<file path="src/rtl/crd_pkg.sv">
// Package for the camera response deframer: sizes, protocol bytes, result
// kinds and the structs passed between the parser, the result queue and the top.
// No dependencies.
`timescale 1ns / 1ps

package crd_pkg;

  // Longest frame the parser follows before it gives up and starts over.
  localparam int MAX_FRAME_LEN = 256;
  localparam int LEN_W         = 17;
  localparam int CNT_W         = $clog2(MAX_FRAME_LEN + 1);
  localparam int HDR_LEN       = 6;
  localparam int HB_IDX_W      = $clog2(HDR_LEN);

  // Result queue depth; one input beat can push up to two results.
  localparam int FIFO_DEPTH    = 4;
  localparam int PTR_W         = $clog2(FIFO_DEPTH);
  localparam int LVL_W         = $clog2(FIFO_DEPTH + 1);

  localparam logic [7:0] CMD_HEADER = 8'hAA;
  localparam logic [7:0] CODE_ACK   = 8'h0E;
  localparam logic [7:0] CODE_NACK  = 8'h0F;
  localparam logic [7:0] CODE_SYNC  = 8'h0D;
  localparam logic [7:0] CODE_SIZE  = 8'h0A;

  typedef enum logic [2:0] {
    KIND_ACK         = 3'd0,
    KIND_NACK        = 3'd1,
    KIND_SYNC        = 3'd2,
    KIND_SIZE        = 3'd3,
    KIND_PAYLOAD     = 3'd4,
    KIND_DATA_GOOD   = 3'd5,
    KIND_WRONG_CHUNK = 3'd6,
    KIND_BAD_SUM     = 3'd7
  } kind_t;

  typedef struct packed {
    kind_t             kind;
    logic [7:0]        param_one;
    logic [7:0]        param_two;
    logic [7:0]        param_three;
    logic [7:0]        param_four;
    logic [7:0]        chunk_low;
    logic [7:0]        data_byte;
    logic [LEN_W-1:0]  frame_length;
    logic              last;
  } result_t;

  // Results produced by one accepted beat, in delivery order.
  typedef struct packed {
    logic [1:0] count;
    result_t    res0;
    result_t    res1;
  } res_pair_t;

  typedef struct packed {
    logic [LVL_W-1:0] level;
    logic             room;
  } fifo_stat_t;

endpackage

</file>
<file path="src/rtl/crd_ifs.sv">
// Stream interfaces of the camera response deframer: received bytes in,
// parsed results out. Depends on crd_pkg.
`timescale 1ns / 1ps

interface crd_in_if import crd_pkg::*; ();
  logic       valid;
  logic       ready;
  logic       mode;
  logic [7:0] rx_byte;
  logic [7:0] expected_chunk;

  modport source (output valid, mode, rx_byte, expected_chunk, input ready);
  modport sink   (input valid, mode, rx_byte, expected_chunk, output ready);
endinterface

interface crd_out_if import crd_pkg::*; ();
  logic             valid;
  logic             ready;
  logic [2:0]       kind;
  logic [7:0]       param_one;
  logic [7:0]       param_two;
  logic [7:0]       param_three;
  logic [7:0]       param_four;
  logic [7:0]       chunk_low;
  logic [7:0]       data_byte;
  logic [LEN_W-1:0] frame_length;
  logic             last;

  modport source (output valid, kind, param_one, param_two, param_three, param_four,
                  chunk_low, data_byte, frame_length, last, input ready);
  modport sink   (input valid, kind, param_one, param_two, param_three, param_four,
                  chunk_low, data_byte, frame_length, last, output ready);
endinterface

</file>
<file path="src/rtl/crd_parser.sv">
// Frame parser: holds the byte count, frame length, checksum and header bytes,
// and turns each accepted beat into zero, one or two results. Depends on crd_pkg.
`timescale 1ns / 1ps

module crd_parser import crd_pkg::*; (
  input  logic      clk,
  input  logic      rst_n,
  input  logic      accept,
  input  logic      mode,
  input  logic [7:0] rx_byte,
  input  logic [7:0] expected_chunk,
  output res_pair_t res
);

  logic [CNT_W-1:0] cnt_r, cnt_nxt;
  logic [LEN_W-1:0] exp_len_r, exp_len_nxt;
  logic [7:0]       sum_r, sum_nxt;
  logic [7:0]       verify_r, verify_nxt;
  logic [7:0]       hb_r [HDR_LEN];

  logic [CNT_W-1:0] cnt_inc;
  logic [LEN_W-1:0] n_ext;
  logic [LEN_W-1:0] cnt_p2;
  logic [LEN_W-1:0] hdr_len;
  logic             cmd_hit;
  kind_t            cmd_kind;
  logic             clear;

  function automatic kind_t finish_kind(input logic [7:0] chunk, input logic [7:0] want,
                                        input logic [7:0] verify, input logic [7:0] sum);
    kind_t k;
    if (chunk != want) k = KIND_WRONG_CHUNK;
    else if (verify != sum) k = KIND_BAD_SUM;
    else k = KIND_DATA_GOOD;
    return k;
  endfunction

  function automatic result_t make_res(input kind_t k, input logic [7:0] chunk,
                                       input logic [7:0] data, input logic [LEN_W-1:0] len,
                                       input logic last);
    result_t r;
    r = '0;
    r.kind         = k;
    r.chunk_low    = chunk;
    r.data_byte    = data;
    r.frame_length = len;
    r.last         = last;
    return r;
  endfunction

  assign cnt_inc = cnt_r + 1'b1;
  assign n_ext   = LEN_W'(cnt_inc);
  assign cnt_p2  = LEN_W'(cnt_r) + LEN_W'(2);
  assign hdr_len = LEN_W'(HDR_LEN) + LEN_W'({hb_r[3], hb_r[2]});

  always_comb begin
    cmd_hit  = (hb_r[0] == CMD_HEADER);
    cmd_kind = KIND_ACK;
    unique case (hb_r[1])
      CODE_ACK:  cmd_kind = KIND_ACK;
      CODE_NACK: cmd_kind = KIND_NACK;
      CODE_SYNC: cmd_kind = KIND_SYNC;
      CODE_SIZE: cmd_kind = KIND_SIZE;
      default:   cmd_hit  = 1'b0;
    endcase
  end

  always_comb begin
    cnt_nxt     = cnt_r;
    exp_len_nxt = exp_len_r;
    sum_nxt     = sum_r;
    verify_nxt  = verify_r;
    clear       = 1'b0;
    res         = '0;
    if (accept) begin
      if (mode) begin
        clear = 1'b1;
      end else begin
        cnt_nxt = cnt_inc;
        if (cnt_inc < CNT_W'(HDR_LEN)) begin
          // Chunk id and size bytes feed the checksum.
          if (cnt_r < CNT_W'(4)) begin
            sum_nxt = ((cnt_r == '0) ? 8'd0 : sum_r) + rx_byte;
          end
        end else if (cnt_inc == CNT_W'(HDR_LEN)) begin
          if (cmd_hit) begin
            res.count            = 2'd1;
            res.res0             = '0;
            res.res0.kind        = cmd_kind;
            res.res0.param_one   = hb_r[2];
            res.res0.param_two   = hb_r[3];
            res.res0.param_three = hb_r[4];
            res.res0.param_four  = rx_byte;
            res.res0.frame_length = LEN_W'(HDR_LEN);
            res.res0.last        = 1'b1;
            clear                = 1'b1;
          end else begin
            exp_len_nxt = hdr_len;
            if (hdr_len == LEN_W'(HDR_LEN)) begin
              // Empty packet: byte 4 is the verify byte and the frame ends here.
              verify_nxt = hb_r[4];
              res.count  = 2'd1;
              res.res0   = make_res(finish_kind(hb_r[0], expected_chunk, hb_r[4], sum_r),
                                    hb_r[0], 8'd0, hdr_len, 1'b1);
              clear      = 1'b1;
            end else if (hdr_len == LEN_W'(HDR_LEN + 1)) begin
              verify_nxt = rx_byte;
              sum_nxt    = sum_r + hb_r[4];
              res.count  = 2'd1;
              res.res0   = make_res(KIND_PAYLOAD, hb_r[0], hb_r[4], hdr_len, 1'b1);
            end else begin
              // Bytes 4 and 5 are both payload and leave together.
              sum_nxt   = sum_r + hb_r[4] + rx_byte;
              res.count = 2'd2;
              res.res0  = make_res(KIND_PAYLOAD, hb_r[0], hb_r[4], hdr_len, 1'b0);
              res.res1  = make_res(KIND_PAYLOAD, hb_r[0], rx_byte, hdr_len, 1'b1);
            end
          end
        end else if (n_ext >= exp_len_r) begin
          res.count = 2'd1;
          res.res0  = make_res(finish_kind(hb_r[0], expected_chunk, verify_r, sum_r),
                               hb_r[0], 8'd0, exp_len_r, 1'b1);
          clear     = 1'b1;
        end else if (cnt_inc >= CNT_W'(MAX_FRAME_LEN)) begin
          clear = 1'b1;
        end else if (cnt_p2 < exp_len_r) begin
          sum_nxt   = sum_r + rx_byte;
          res.count = 2'd1;
          res.res0  = make_res(KIND_PAYLOAD, hb_r[0], rx_byte, exp_len_r, 1'b1);
        end else if (cnt_p2 == exp_len_r) begin
          verify_nxt = rx_byte;
        end else begin
          // High verify byte: counted only.
          verify_nxt = verify_r;
        end
      end
      if (clear) begin
        cnt_nxt     = '0;
        exp_len_nxt = LEN_W'(HDR_LEN);
        sum_nxt     = 8'd0;
      end
    end
  end

  always_ff @(posedge clk) begin
    if (!rst_n) begin
      cnt_r     <= '0;
      exp_len_r <= LEN_W'(HDR_LEN);
      sum_r     <= 8'd0;
      verify_r  <= 8'd0;
    end else begin
      cnt_r     <= cnt_nxt;
      exp_len_r <= exp_len_nxt;
      sum_r     <= sum_nxt;
      verify_r  <= verify_nxt;
    end
  end

  always_ff @(posedge clk) begin
    if (accept && !mode && (cnt_r < CNT_W'(HDR_LEN))) begin
      hb_r[cnt_r[HB_IDX_W-1:0]] <= rx_byte;
    end
  end

endmodule

</file>
<file path="src/rtl/crd_out_fifo.sv">
// Result queue: takes up to two results per cycle from the parser and hands
// them out one per cycle while pop is high. Depends on crd_pkg.
`timescale 1ns / 1ps

module crd_out_fifo import crd_pkg::*; (
  input  logic       clk,
  input  logic       rst_n,
  input  res_pair_t  push,
  input  logic       pop,
  output result_t    head,
  output fifo_stat_t stat
);

  result_t          mem_r [FIFO_DEPTH];
  logic [PTR_W-1:0] wr_ptr_r, wr_ptr_nxt;
  logic [PTR_W-1:0] rd_ptr_r, rd_ptr_nxt;
  logic [LVL_W-1:0] level_r, level_nxt;
  logic [PTR_W-1:0] wr_ptr_p1;

  assign wr_ptr_p1  = wr_ptr_r + 1'b1;
  assign wr_ptr_nxt = wr_ptr_r + PTR_W'(push.count);
  assign rd_ptr_nxt = rd_ptr_r + PTR_W'(pop);
  assign level_nxt  = level_r + LVL_W'(push.count) - LVL_W'(pop);

  assign head       = mem_r[rd_ptr_r];
  assign stat.level = level_r;
  assign stat.room  = (level_r <= LVL_W'(FIFO_DEPTH - 2));

  always_ff @(posedge clk) begin
    if (!rst_n) begin
      wr_ptr_r <= '0;
      rd_ptr_r <= '0;
      level_r  <= '0;
    end else begin
      wr_ptr_r <= wr_ptr_nxt;
      rd_ptr_r <= rd_ptr_nxt;
      level_r  <= level_nxt;
    end
  end

  always_ff @(posedge clk) begin
    if (push.count != 2'd0) begin
      mem_r[wr_ptr_r] <= push.res0;
    end
    if (push.count == 2'd2) begin
      mem_r[wr_ptr_p1] <= push.res1;
    end
  end

endmodule

</file>
<file path="src/rtl/camera_response_deframer.sv">
// Top level of the camera response deframer: parser plus result queue.
// Depends on crd_pkg, crd_ifs, crd_parser and crd_out_fifo.
//
//   channel  direction  handshake          beat carries
//   in_ch    sink       valid / ready      mode, rx_byte, expected_chunk
//   out_ch   source     valid / ready      kind, four params, chunk_low,
//                                          data_byte, frame_length, last
//
// A beat on in_ch is parsed in the cycle it is accepted; its results are
// queued and leave on out_ch one per cycle while out_ch.ready is high. Input
// runs at one beat per cycle until the queue fills; the limit is the single
// read port of the four-entry result queue, since one beat can yield two
// results. in_ch.ready is high while the queue has two free entries, so
// input keeps flowing while earlier results wait for out_ch.ready.
// Reset is synchronous and active low and returns the parser to the start of
// a frame with an empty queue; stored header bytes are not cleared.
`timescale 1ns / 1ps

module camera_response_deframer import crd_pkg::*; (
  input logic      clk,
  input logic      rst_n,
  crd_in_if.sink   in_ch,
  crd_out_if.source out_ch
);

  logic       accept;
  logic       pop;
  res_pair_t  pair;
  result_t    head;
  fifo_stat_t stat;

  // Accepting only with room for two results keeps the queue from overrunning
  // regardless of what the beat turns out to produce.
  assign in_ch.ready = stat.room;
  assign accept      = in_ch.valid && in_ch.ready;

  crd_parser u_parser (
    .clk            (clk),
    .rst_n          (rst_n),
    .accept         (accept),
    .mode           (in_ch.mode),
    .rx_byte        (in_ch.rx_byte),
    .expected_chunk (in_ch.expected_chunk),
    .res            (pair)
  );

  crd_out_fifo u_fifo (
    .clk   (clk),
    .rst_n (rst_n),
    .push  (pair),
    .pop   (pop),
    .head  (head),
    .stat  (stat)
  );

  assign out_ch.valid        = (stat.level != '0);
  assign pop                 = out_ch.valid && out_ch.ready;
  assign out_ch.kind         = head.kind;
  assign out_ch.param_one    = head.param_one;
  assign out_ch.param_two    = head.param_two;
  assign out_ch.param_three  = head.param_three;
  assign out_ch.param_four   = head.param_four;
  assign out_ch.chunk_low    = head.chunk_low;
  assign out_ch.data_byte    = head.data_byte;
  assign out_ch.frame_length = head.frame_length;
  assign out_ch.last         = head.last;

  // A restart beat never produces a result.
  assert property (@(posedge clk) disable iff (!rst_n)
    (accept && in_ch.mode) |-> (pair.count == 2'd0))
    else $error("restart beat produced a result");

  // When a beat yields two results only the second one closes it.
  assert property (@(posedge clk) disable iff (!rst_n)
    (pair.count == 2'd2) |-> (!pair.res0.last && pair.res1.last))
    else $error("last flag misplaced on a two-result beat");

  // Results are only pushed when the queue had room for two.
  assert property (@(posedge clk) disable iff (!rst_n)
    (pair.count != 2'd0) |-> stat.room)
    else $error("result pushed without queue room");

  // The queue level never exceeds its depth.
  assert property (@(posedge clk) disable iff (!rst_n)
    stat.level <= LVL_W'(FIFO_DEPTH))
    else $error("result queue overflow");

endmodule
</file>
<file path="src/flat_wrapper.sv">
// flat-port wrapper written by rule: the top's interface ports become plain ports
module camera_response_deframer_flat import crd_pkg::*;
  (clk, rst_n, in_ch_valid, in_ch_mode, in_ch_rx_byte, in_ch_expected_chunk, in_ch_ready, out_ch_valid, out_ch_kind, out_ch_param_one, out_ch_param_two, out_ch_param_three, out_ch_param_four, out_ch_chunk_low, out_ch_data_byte, out_ch_frame_length, out_ch_last, out_ch_ready);
  crd_in_if in_ch_i ();
  crd_out_if out_ch_i ();
  input logic clk;
  input logic rst_n;
  input wire logic [$bits(in_ch_i.valid)-1:0] in_ch_valid;
  input wire logic [$bits(in_ch_i.mode)-1:0] in_ch_mode;
  input wire logic [$bits(in_ch_i.rx_byte)-1:0] in_ch_rx_byte;
  input wire logic [$bits(in_ch_i.expected_chunk)-1:0] in_ch_expected_chunk;
  output wire logic [$bits(in_ch_i.ready)-1:0] in_ch_ready;
  output wire logic [$bits(out_ch_i.valid)-1:0] out_ch_valid;
  output wire logic [$bits(out_ch_i.kind)-1:0] out_ch_kind;
  output wire logic [$bits(out_ch_i.param_one)-1:0] out_ch_param_one;
  output wire logic [$bits(out_ch_i.param_two)-1:0] out_ch_param_two;
  output wire logic [$bits(out_ch_i.param_three)-1:0] out_ch_param_three;
  output wire logic [$bits(out_ch_i.param_four)-1:0] out_ch_param_four;
  output wire logic [$bits(out_ch_i.chunk_low)-1:0] out_ch_chunk_low;
  output wire logic [$bits(out_ch_i.data_byte)-1:0] out_ch_data_byte;
  output wire logic [$bits(out_ch_i.frame_length)-1:0] out_ch_frame_length;
  output wire logic [$bits(out_ch_i.last)-1:0] out_ch_last;
  input wire logic [$bits(out_ch_i.ready)-1:0] out_ch_ready;
  assign in_ch_i.valid = in_ch_valid;
  assign in_ch_i.mode = in_ch_mode;
  assign in_ch_i.rx_byte = in_ch_rx_byte;
  assign in_ch_i.expected_chunk = in_ch_expected_chunk;
  assign in_ch_ready = in_ch_i.ready;
  assign out_ch_valid = out_ch_i.valid;
  assign out_ch_kind = out_ch_i.kind;
  assign out_ch_param_one = out_ch_i.param_one;
  assign out_ch_param_two = out_ch_i.param_two;
  assign out_ch_param_three = out_ch_i.param_three;
  assign out_ch_param_four = out_ch_i.param_four;
  assign out_ch_chunk_low = out_ch_i.chunk_low;
  assign out_ch_data_byte = out_ch_i.data_byte;
  assign out_ch_frame_length = out_ch_i.frame_length;
  assign out_ch_last = out_ch_i.last;
  assign out_ch_i.ready = out_ch_ready;
  camera_response_deframer u_core (.clk(clk), .rst_n(rst_n), .in_ch(in_ch_i), .out_ch(out_ch_i));
endmodule
</file>
<file path="config.mk">
export PLATFORM = sky130hd
export DESIGN_NAME = camera_response_deframer_flat
export DESIGN_NICKNAME = d
export VERILOG_FILES = /design/src/rtl/crd_pkg.sv /design/src/rtl/crd_ifs.sv /design/src/rtl/crd_parser.sv /design/src/rtl/crd_out_fifo.sv /design/src/rtl/camera_response_deframer.sv /design/src/flat_wrapper.sv
export SDC_FILE = /design/constraint.sdc
export NUM_CORES = 1
export LEC_CHECK = 0
export CORE_MARGIN = 2
export CORE_UTILIZATION = 45
export CTS_CLUSTER_DIAMETER = 60
export DETAILED_ROUTE_END_ITERATION = 8
export DONT_BUFFER_PORTS = 1
export HOLD_SLACK_MARGIN = 0.08
export PLACE_DENSITY = 0.61
export SLEW_MARGIN = 15
export SYNTH_ARGS = -nofsm -noshare
export SYNTH_HDL_FRONTEND = slang
export SYNTH_HIERARCHICAL = 1
export SYNTH_SLANG_ARGS = --single-unit
</file>
<file path="constraint.sdc">
create_clock -name clk -period 11.4 [get_ports clk]
set_input_delay 2.28 -clock clk [delete_from_list [all_inputs] [get_ports clk]]
set_output_delay 2.28 -clock clk [all_outputs]
set_load 0.02 [all_outputs]
</file>
==> results.ini <==
[run_status]
status=finished, final reports clean

[synth]
synth-seq-area-share=0.499
synth.avg_cell_area_um2=13.8
syn_area_um2=21000
synth-edff-count=316
ys_ff_latch=365
yosysWarningCount=6
netlist_instances=1521
async_flop_share=0
ys_types=86
synth_flop_cell=edfxtp_1

[timing]
finalSetupViolations=0
slew_headroom=0.275
fin_skew_ps=35.9
maxSlewViolCount=0
grt_setup_unrepaired=false
timing.final.ws_setup_ps=4600
finalCritPeriodShare=0.597
worstMarginPinSlew_ps=1080
hold_viol=0
finalCriticalPeriod_ps=6800
clock.fmax_mhz=147
final.setup.tns_ps=0

[critical_path]
critPathArrivalTime_ps=7110
path_class=flop to flop
cp-start-kind=flop
path_max_fanout=42
r2r_slack_ps=4600
rr_startpoint=u_core/u_parser/cnt_r[2]
end_kind=flop
r2r_cells=13
r2r_end=u_core/u_fifo/mem_r[2][57]
cp.required_ps=11700

[cells_and_area]
diodes=0
fin_nets=1574
n_fill_cell=4013
drive_gt1_frac=0.297
area_growth_pct=7.98

[clock_network]
ctsResizeCount=0
cts_tree=done
clockRootBuffer=clkbuf_16
cts_buffers=42
clock-sinks=365
clockBufferDepth=3
path_clk_slew_ps=60
cts_hold_buf=0
post_cts_buffers=0
cts.htree.levels=2
worst_skew_pair.late_latency_ps=580

[hold_path]
hold_depth=2
hold_end=u_core/u_parser/verify_r[0]
hold_start=u_core/u_parser/verify_r[0]
hold_class=flop to flop

[place]
place_congestion=0.843
port_buffers=0
place_hpwl_um=33400
post-place-ws_ps=4120

[floorplan]
start_util=0.453
rows=79
die-area_um2=48300
ios=92
die_w_um=220
die_h_um=220
core_area_um2=46300

[pwr]
ir_drop_v=0.000107
p_per_area_nw_per_um2=143
p_leak_nw=7.76

[global_route]
grtUsageTotal=0.221
top_usage_layer=met2
antenna_found_initial=5
grtUsageMet1=0.299
grt_pass1_wl_um=80000
grt_overflow=0
use_met2=0.366
met3_usage=0.0384
grt_max_degree=59
grt_pass1_vias=12732

[detailed_routing]
wirelength_um=53000
ant_nets=0
dr.pass1.iters=5
drt-vias-per-instance=5.94
drc=0
vias=12640
dr.first_iter.drc_count=1039
detail_route.wl_per_cell_um=24.9

[job]
cap_violations=0

[kinds of logic (layout without fill, tap and decap cells)]
logic type	Yosys count	after routing	share of synthesized area
XOR/XNOR	72	72	0.0314
buffers and inverters	175	142	0.0453
flip-flops	365	365	0.499
multiplexers	361	361	0.232
adder cells (fa/ha/maj)	65	65	0.0406
AND/OR/NAND/NOR	292	292	0.0819
AO/OA/AOI/OAI	190	190	0.0689
other	1	34	0.000179
[power by group]
group / total (W) / internal [W] / switching [W]
clock: 0.00134 / 0.000800 / 0.000543
combinational: 0.000367 / 0.000167 / 0.000200
sequential: 0.00152 / 0.00145 / 0.0000670
[state kept, by name, summed over array words and instances, names as in the netlist]
| signal | cells |
|---|---|
| u_core/u_fifo/level_r | 3 |
| u_core/u_fifo/mem_r | 276 |
| u_core/u_fifo/rd_ptr_r | 2 |
| u_core/u_fifo/wr_ptr_r | 2 |
| u_core/u_parser/cnt_r | 9 |
| u_core/u_parser/exp_len_r | 17 |
| u_core/u_parser/hb_r | 40 |
| u_core/u_parser/sum_r | 8 |
| u_core/u_parser/verify_r | 8 |
[critical path: stages, from the launching register on]
cell and delay (ps):
dfxtp_1 700, ha_1 540, nand4_1 170, xnor2_1 540, a2111oi_4 170, nand3_2 260, nand2_1 460, nor2_1 270
nand3_1 630, inv_1 830, nor4bb_4 420, buf_4 450, buf_4 650, mux2_2 410
[synthesized netlist by cell type (6+ instances only)]
cell,number,area [um2]
o22ai_1,7,43.8
o21ai_1,7,35.0
buf_4,50,375
and4_1,7,61.3
mux2_1,18,203
a311oi_1,6,52.6
inv_1,47,176
mux2i_1,7,70.1
clkbuf_1,27,101
o21ai_0,15,75.1
nor2b_1,6,37.5
edfxtp_1,316,9490
a21o_1,11,82.6
ha_1,60,751
nand4_1,12,75.1
o2bb2ai_2,10,150
buf_2,45,225
dfxtp_1,49,981
xnor2_1,45,394
o2bb2ai_1,14,123
a21oi_1,42,210
a22oi_1,10,75.1
xor2_1,25,219
a22o_1,12,105
mux4_2,69,1550
nand3_1,26,130
nor4_1,17,106
mux2_4,10,150
nor2_1,58,218
or3_1,6,37.5
nand2b_1,8,50.1
nand2_1,26,97.6
nor3_1,15,75.1
mux2_2,257,2890
and3_1,12,75.1
a31oi_1,9,56.3
and2_1,69,432
o21bai_1,6,45.0
[area by class of cell]
cell class | count | area [um2] | share of cell area
sequential | 365 | 10500 | 0.463
inverter | 47 | 176 | 0.00779
tap | 607 | 759 | 0.0336
timing repair buffer | 18 | 135 | 0.00597
multi-input combinational | 1014 | 9740 | 0.430
clock inverter | 17 | 193 | 0.00851
clock buffer | 60 | 1160 | 0.0512
[through the flow]
stage               hold WS, ps  cell area, um2  power, W  utilization  std cells
global placement            443           21300   0.00192        0.460       2051
finish                      462           22600   0.00323        0.489       2128
floorplan                   436           21100   0.00184            -       1554
detailed placement          456           21300   0.00192        0.460       2051
CTS                         465           22600   0.00326        0.489       2128
global route                489           22600   0.00335        0.489       2128
[per-layer routing]
layer,up-vias,share of wire
met5,-,0
met4,0,0.027
met3,84,0.056
met2,351,0.48
met1,6439,0.43
li1,5766,-
[worst max path at each step]
stage                             startpoint                         end  slack, ps  depth (start not counted)
global placement                 in_ch_valid  u_core/u_fifo/mem_r[2][62]       4290                         11
CTS                              in_ch_valid   u_core/u_fifo/mem_r[2][8]       4680                         11
global route        u_core/u_parser/cnt_r[2]  u_core/u_fifo/mem_r[0][17]       4210                         13
finish              u_core/u_parser/cnt_r[2]  u_core/u_fifo/mem_r[2][57]       4600                         13
floorplan                        in_ch_valid   u_core/u_fifo/mem_r[0][0]       2150                         10
detailed placement               in_ch_valid   u_core/u_fifo/mem_r[2][8]       4120                         11
[cell usage in the layout, fill, tap and decap left out, drive strengths merged, types with 5 or more instances in the layout]
master	n
o21ai	23
a21o	11
nor2	59
xnor2	45
a21oi	43
clkinv	10
or3	7
dfxtp	49
a22o	12
nand2	26
nand4	14
xor2	25
nand3	27
a311oi	6
nor2b	6
inv	49
conb	34
mux2	285
mux2i	7
o21bai	6
clkbuf	60
nor3	17
ha	60
o22ai	7
and2	70
a22oi	10
o2bb2ai	24
and4	7
a31oi	9
nand2b	8
mux4	69
and3	13
buf	18
fa	5
nor4	19
edfxtp	316
Note: power is estimated with default switching activity, not from simulation.
